===== src/rtl/core/isqrt_pkg.sv =====
// ----------------------------------------------------------------------------
// isqrt_pkg
// Shared constant for the integer square root block.
// ----------------------------------------------------------------------------
package isqrt_pkg;

  // width of the root field on the result channel
  localparam int unsigned ROOT_WIDTH = 16;

endpackage : isqrt_pkg


===== src/rtl/core/isqrt_radicand_if.sv =====
// ----------------------------------------------------------------------------
// isqrt_radicand_if
// Valid/ready channel carrying one radicand word.
// ----------------------------------------------------------------------------
interface isqrt_radicand_if #(
  parameter int unsigned VALUE_WIDTH = 31
);

  logic                   valid;
  logic                   ready;
  logic [VALUE_WIDTH-1:0] radicand;

  modport source (output valid, output radicand, input ready);
  modport sink   (input valid, input radicand, output ready);

endinterface : isqrt_radicand_if


===== src/rtl/core/isqrt_root_if.sv =====
// ----------------------------------------------------------------------------
// isqrt_root_if
// Valid/ready channel carrying one root word.
// ----------------------------------------------------------------------------
interface isqrt_root_if;

  logic                            valid;
  logic                            ready;
  logic [isqrt_pkg::ROOT_WIDTH-1:0] root;

  modport source (output valid, output root, input ready);
  modport sink   (input valid, input root, output ready);

endinterface : isqrt_root_if


===== src/rtl/core/isqrt_cell.sv =====
// ----------------------------------------------------------------------------
// isqrt_cell
// One step of the digit-by-digit square root: brings down the next bit pair,
// tries the trial divisor and settles one root bit.
// ----------------------------------------------------------------------------
module isqrt_cell #(
  parameter int unsigned ROOT_BITS = 16
) (
  input  logic                   clk,
  input  logic                   rst,
  input  logic                   advance,
  input  logic                   up_valid,
  input  logic [ROOT_BITS+1:0]   up_rem,
  input  logic [ROOT_BITS-1:0]   up_root,
  input  logic [2*ROOT_BITS-1:0] up_val,
  output logic                   dn_valid,
  output logic [ROOT_BITS+1:0]   dn_rem,
  output logic [ROOT_BITS-1:0]   dn_root,
  output logic [2*ROOT_BITS-1:0] dn_val
);

  localparam int unsigned PairW = 2 * ROOT_BITS;
  localparam int unsigned RemW  = ROOT_BITS + 2;
  localparam int unsigned WideW = ROOT_BITS + 4;

  logic [WideW-1:0]     shifted;
  logic [WideW-1:0]     trial;
  logic [WideW-1:0]     diff;
  logic                 fits;
  logic [RemW-1:0]      rem_next;
  logic [ROOT_BITS-1:0] root_next;
  logic [PairW-1:0]     val_next;

  always_comb begin
    // remainder with the next bit pair brought down
    shifted   = {up_rem, up_val[PairW-1 -: 2]};
    trial     = WideW'({up_root, 2'b01});
    diff      = shifted - trial;
    fits      = (shifted >= trial);
    rem_next  = fits ? diff[RemW-1:0] : shifted[RemW-1:0];
    root_next = ROOT_BITS'({up_root, fits});
    val_next  = up_val << 2;
  end

  always_ff @(posedge clk) begin
    if (rst) begin
      dn_valid <= 1'b0;
    end else if (advance) begin
      dn_valid <= up_valid;
    end
  end

  always_ff @(posedge clk) begin
    if (advance) begin
      dn_rem  <= rem_next;
      dn_root <= root_next;
      dn_val  <= val_next;
    end
  end

endmodule : isqrt_cell


===== src/rtl/core/integer_square_root_newton_top.sv =====
// ----------------------------------------------------------------------------
// integer_square_root_newton_top
// Floor square root of an unsigned radicand, one root word per radicand word.
// ----------------------------------------------------------------------------
// Usage:
//   operand : sink of radicand words (valid/ready, word taken when both high)
//   result  : source of root words, root = floor(sqrt(radicand)), low 16 bits
//   The radicand runs down a row of (VALUE_WIDTH+1)/2 cells, one root bit per
//   cell and per cycle while the row is not stalled, then lands in an output
//   register. One word is worked on at a time: a new radicand is taken only
//   once the last root has been handed to the output register.
//   The next radicand is taken while a finished root still waits in the
//   output register. If the receiver stalls with the output register full,
//   the word in the last cell holds until the register drains.
//   Reset (rst, synchronous) empties the cell row and the output register;
//   nothing is kept between words.
// ----------------------------------------------------------------------------
module integer_square_root_newton_top #(
  parameter int unsigned VALUE_WIDTH = 31
) (
  input  logic         clk,
  input  logic         rst,
  isqrt_radicand_if.sink operand,
  isqrt_root_if.source   result
);

  localparam int unsigned RootBits = (VALUE_WIDTH + 1) / 2;
  localparam int unsigned PairW    = 2 * RootBits;
  localparam int unsigned RemW     = RootBits + 2;

  logic                busy;
  logic                advance;
  logic                accept;
  logic                out_load;
  logic                out_valid;
  logic [isqrt_pkg::ROOT_WIDTH-1:0] out_root;

  logic [RootBits:0]   stage_valid;
  logic [RemW-1:0]     stage_rem  [RootBits+1];
  logic [RootBits-1:0] stage_root [RootBits+1];
  logic [PairW-1:0]    stage_val  [RootBits+1];

  assign accept   = operand.valid && operand.ready;
  assign out_load = stage_valid[RootBits] && (!out_valid || result.ready);
  // the row only stalls when the last cell cannot hand its word on
  assign advance  = !(stage_valid[RootBits] && !out_load);

  assign operand.ready = !busy;

  assign stage_valid[0] = accept;
  assign stage_rem[0]   = '0;
  assign stage_root[0]  = '0;
  assign stage_val[0]   = PairW'(operand.radicand);

  for (genvar i = 0; i < RootBits; i++) begin : g_cell
    isqrt_cell #(
      .ROOT_BITS (RootBits)
    ) u_cell (
      .clk      (clk),
      .rst      (rst),
      .advance  (advance),
      .up_valid (stage_valid[i]),
      .up_rem   (stage_rem[i]),
      .up_root  (stage_root[i]),
      .up_val   (stage_val[i]),
      .dn_valid (stage_valid[i+1]),
      .dn_rem   (stage_rem[i+1]),
      .dn_root  (stage_root[i+1]),
      .dn_val   (stage_val[i+1])
    );
  end

  always_ff @(posedge clk) begin
    if (rst) begin
      busy      <= 1'b0;
      out_valid <= 1'b0;
    end else begin
      if (accept) begin
        busy <= 1'b1;
      end else if (out_load) begin
        busy <= 1'b0;
      end
      if (out_load) begin
        out_valid <= 1'b1;
      end else if (result.ready) begin
        out_valid <= 1'b0;
      end
    end
  end

  always_ff @(posedge clk) begin
    if (out_load) begin
      out_root <= isqrt_pkg::ROOT_WIDTH'(stage_root[RootBits]);
    end
  end

  assign result.valid = out_valid;
  assign result.root  = out_root;

`ifndef ASSERT_OFF
  // only one word is ever in the cell row
  a_one_in_flight: assert property (@(posedge clk) disable iff (rst)
    $onehot0(stage_valid[RootBits:1]))
    else $error("more than one word in the cell row");

  // an idle block has an empty cell row
  a_idle_empty: assert property (@(posedge clk) disable iff (rst)
    !busy |-> (stage_valid[RootBits:1] == '0))
    else $error("cell row holds a word while idle");

  // a blocked last cell keeps its word
  a_last_holds: assert property (@(posedge clk) disable iff (rst)
    (stage_valid[RootBits] && !out_load) |=> stage_valid[RootBits])
    else $error("stalled word dropped from last cell");

  // handing the word to the output register frees the block
  a_load_frees: assert property (@(posedge clk) disable iff (rst)
    out_load |=> (!busy && out_valid))
    else $error("block still busy after result load");
`endif

endmodule : integer_square_root_newton_top

===== src/flat_wrapper.sv =====
// flat-port wrapper written by rule: the top's interface ports become plain ports
module integer_square_root_newton_top_flat 
#(
  parameter int unsigned VALUE_WIDTH = 31
)
  (clk, rst, operand_valid, operand_radicand, operand_ready, result_valid, result_root, result_ready);
  isqrt_radicand_if #(.VALUE_WIDTH(VALUE_WIDTH)) operand_i ();
  isqrt_root_if result_i ();
  input  logic clk;
  input  logic rst;
  input wire logic [$bits(operand_i.valid)-1:0] operand_valid;
  input wire logic [$bits(operand_i.radicand)-1:0] operand_radicand;
  output wire logic [$bits(operand_i.ready)-1:0] operand_ready;
  output wire logic [$bits(result_i.valid)-1:0] result_valid;
  output wire logic [$bits(result_i.root)-1:0] result_root;
  input wire logic [$bits(result_i.ready)-1:0] result_ready;
  assign operand_i.valid = operand_valid;
  assign operand_i.radicand = operand_radicand;
  assign operand_ready = operand_i.ready;
  assign result_valid = result_i.valid;
  assign result_root = result_i.root;
  assign result_i.ready = result_ready;
  integer_square_root_newton_top #(.VALUE_WIDTH(VALUE_WIDTH)) u_core (.clk(clk), .rst(rst), .operand(operand_i), .result(result_i));
endmodule

===== config.mk =====
export PLATFORM = sky130hd
export DESIGN_NAME = integer_square_root_newton_top_flat
export DESIGN_NICKNAME = d
export VERILOG_FILES = /design/src/rtl/core/isqrt_pkg.sv /design/src/rtl/core/isqrt_radicand_if.sv /design/src/rtl/core/isqrt_root_if.sv /design/src/rtl/core/isqrt_cell.sv /design/src/rtl/core/integer_square_root_newton_top.sv /design/src/flat_wrapper.sv
export SDC_FILE = /design/constraint.sdc
export NUM_CORES = 1
export LEC_CHECK = 0
export ABC_CLOCK_PERIOD_IN_PS = 31100
export BUFFER_PORTS_ARGS = -buffer_cell sky130_fd_sc_hd__buf_4
export CAP_MARGIN = 5
export CORE_ASPECT_RATIO = 1.4
export CORE_MARGIN = 8
export CORE_UTILIZATION = 63
export CTS_CLUSTER_DIAMETER = 80
export DETAILED_ROUTE_END_ITERATION = 10
export PLACE_DENSITY = 0.88
export SLEW_MARGIN = 20
export SYNTH_ARGS = -nofsm -noshare
export SYNTH_HDL_FRONTEND = slang
export SYNTH_SLANG_ARGS = --single-unit

===== constraint.sdc =====
create_clock -name clk -period 31.1 [get_ports clk]
set_input_delay 6.22 -clock clk [delete_from_list [all_inputs] [get_ports clk]]
set_output_delay 6.22 -clock clk [all_outputs]
set_load 0.02 [all_outputs]

==> run_results.csv <==
group,metric,value,unit
sta,final_max_slew_viol_count,0,
clocking,cts_hold_buf,0,
sta,hold_violations,0,
floorplanning,dieArea,54210,µm²
cells_and_area,antennaDiodeCount,0,
drt,drc,0,
placed_design,place_congestion,0.9060,
sta,min_period,9.097,ns
clocking,worst_skew_pair.late_latency,0.63,ns
sta,setup_ws,22.00,ns
sta,tightest_slew,1.057,ns
floorplanning,die_h,272.3,µm
yosys,synth_top_area_share,64.81,%
placed_design,dp_hpwl,38660,µm
sta,hold_ws,0.4157,ns
yosys,syn_area,29560,µm²
global_route,first_global_vias,18150,
yosys,synth.most_common_cell,"edfxtp_1",
floorplanning,initial_core_util,63.31,%
drt,drt_iter0_drc,1251,
drt,routed_wl,55320,µm
drt,wire_per_inst,18.63,µm
floorplanning,die_w,199.1,µm
yosys,synthTopCellsByCount,"638 x edfxtp_1, 186 x inv_1, 166 x nand2_1",
clocking,clk_pin_slew_worst_paths,0.06,ns
yosys,synth-seq-cells,656,
clocking,root_buffer,"clkbuf_16",
sta,skew,0.04782,ns
cells_and_area,drive_above_1_share,8.145,%
power,vdd_ir_drop_max,0.05562,mV
clocking,cts.sinks,656,
flow_run,cap_violations,0,
drt,firstDrtPassIters,5,
cells_and_area,syn2layout_area_growth,9.935,%
power,p_leak,13.17,nW
yosys,synth_edf_count,638,
drt,vias,17600,
sta,rsz0062_at_grt,"false",
global_route,grt_pass1_wl,89040,µm
placed_design,placedCellCount,2869,
global_route,grt_max_degree,187,
worst_setup_path,crit_arrival,9.30,ns
cells_and_area,num-nets-final,2492,
power,totalPowerFinal,2.280,mW
clocking,cts_tree,"yes",
clocking,cts_resized,0,
placed_design,io_buffers,52,
drt,routed_via_density,5.928,
sta,max_slew_margin,29.50,%
yosys,synth_area_leader_cell,"edfxtp_1",
worst_setup_path,critPathRequiredTime,31.31,ns
yosys,ys_warn_count,0,
clocking,htreeDepth,2,
sta,setup_viol,0,
yosys,synth_area_per_cell,13.32,µm²
status,status,"completed",
placed_design,dp_slack,21.50,ns
clocking,cts_setup_buffers,0,
cells_and_area,finalNonFillerCells,2969,
yosys,ys_seq_area_share,66.03,%
sta,finalCritPeriodShare,29.25,%
yosys,ys.flop_type,"edfxtp_1",
sta,finalSetupTns,0,ns
global_route,overflow,0,
drt,ant_nets,0,
power,p_per_area,70.15,nW/µm²
worst_setup_path,path_max_fanout,186,
floorplanning,num_rows,94,
yosys,async_flop_share,0,%
clocking,clk_path_buf_depth,3,
yosys,syn-instance-count,2219,
hold_path,hold_path_class,"reg2reg",
worst_setup_path,worstSetupEndpointType,"flip-flop",
floorplanning,ioPinCount,53,
sta,max_freq,109.9,MHz
global_route,grt_use_total,20.51,%
worst_setup_path,startpoint_type,"input port",
yosys,ys_top_cells_by_area,"edfxtp_1 65%, ha_1 6.4%, xor2_1 3.0%, xnor2_1 2.7%, inv_1 2.4%",
floorplanning,core,46690,µm²
worst_setup_path,timing_worst_setup_path_type,"in2reg",
yosys,syn_nets,2406,
yosys,synth_cell_types,85,
clocking,cts_buffers,58,
global_route,antenna_found_initial,0,
==> kinds of logic after synthesis <==
kind of cell / synth area share, %
fa+ha+maj: 6.434
flops: 66.03
simple gates: 9.299
buf+inv: 2.925
mux: 1.143
xor+xnor: 5.719
other cells: 0.01269
compound gates: 8.436
==> power by group <==
group / total (mW) / switching (mW) / internal, mW / leakage [nW]
registers: 1.23 / 0.0924 / 1.14 / 6.60
logic: 0.353 / 0.196 / 0.157 / 5.68
clock network: 0.697 / 0.308 / 0.389 / 0.891
total: 2.28 / 0.597 / 1.68 / 13.2
==> worst paths after layout <==
check,slack [ns],depth (start not counted),to,start
worst min-delay path,0.42,0,u_core.g_cell[4].u_cell.dn_val[31],u_core.g_cell[3].u_cell.dn_val[29]
worst max register to register,27.28,5,u_core.g_cell[11].u_cell.dn_root[9],u_core.result.valid
worst max-delay path,22.00,6,u_core.g_cell[11].u_cell.dn_root[9],result_ready
worst min register to register,0.42,0,u_core.g_cell[4].u_cell.dn_val[31],u_core.g_cell[3].u_cell.dn_val[29]
==> cell usage in the layout, fill, tap and decap left out, drive strengths merged, types with 6 or more instances in the layout <==
cell and n:
edfxtp 638, inv 189, nand2 166, ha 152, a21oi 133, nor2 131
o21ai 124, xor2 101, xnor2 92, clkbuf 72, buf 59, nor3 58
nor4 33, nand2b 30, a21o 26, nand3 26, or3 23, mux2 22
clkinv 20, o21a 19, a211oi 19, dfxtp 18, nor2b 17, nand4 13
or4 13, a31oi 12, and3 10, o31ai 10, mux2i 9, o21bai 9
or2 9, a211o 7, nand3b 6, nor3b 6
==> critical path: stages <==
cell and delay [ns]:
buf_4 0.07, nor2b_1 0.05, and2_1 0.38, inv_8 0.68
buf_4 0.86, buf_12 0.67
==> per-layer routing <==
| layer | wire length, µm | track usage, % | vias up |
|---|---|---|---|
| li1 | - | - | 8318 |
| met1 | 18550 | 19.22 | 8526 |
| met2 | 31280 | 40.47 | 542 |
| met3 | 2221 | 3.348 | 213 |
| met4 | 3269 | 11.76 | 0 |
| met5 | 0 | 0 | - |
==> layout make-up <==
type | count | area [µm²]
Clock buffer | 72 | 1525
Clock inverter | 28 | 305.3
Fill cell | 3059 | 14200
Inverter | 189 | 716.9
Multi-Input combinational cell | 1341 | 9181
Sequential cell | 656 | 19520
Tap cell | 624 | 780.7
Timing Repair Buffer | 59 | 467.9
==> flip-flops by register name, summed over array words and instances, names as in the netlist <==
register,cells
u_core.g_cell.u_cell.dn_root,136
u_core.busy,1
u_core.g_cell.u_cell.dn_val,240
u_core.g_cell.u_cell.dn_rem,246
u_core.g_cell.u_cell.dn_valid,16
u_core.result.valid,1
u_core.result.root,16
==> stage by stage <==
| step | instance area (µm²) | util, % |
|---|---|---|
| CTS | 32490 | 69.59 |
| floorplan | 29560 | - |
| finish | 32500 | 69.60 |
| global route | 32500 | 69.60 |
| detailed placement | 30660 | 65.67 |
| global placement | 30660 | 65.67 |
No activity file was read; power rests on OpenSTA's default activity.
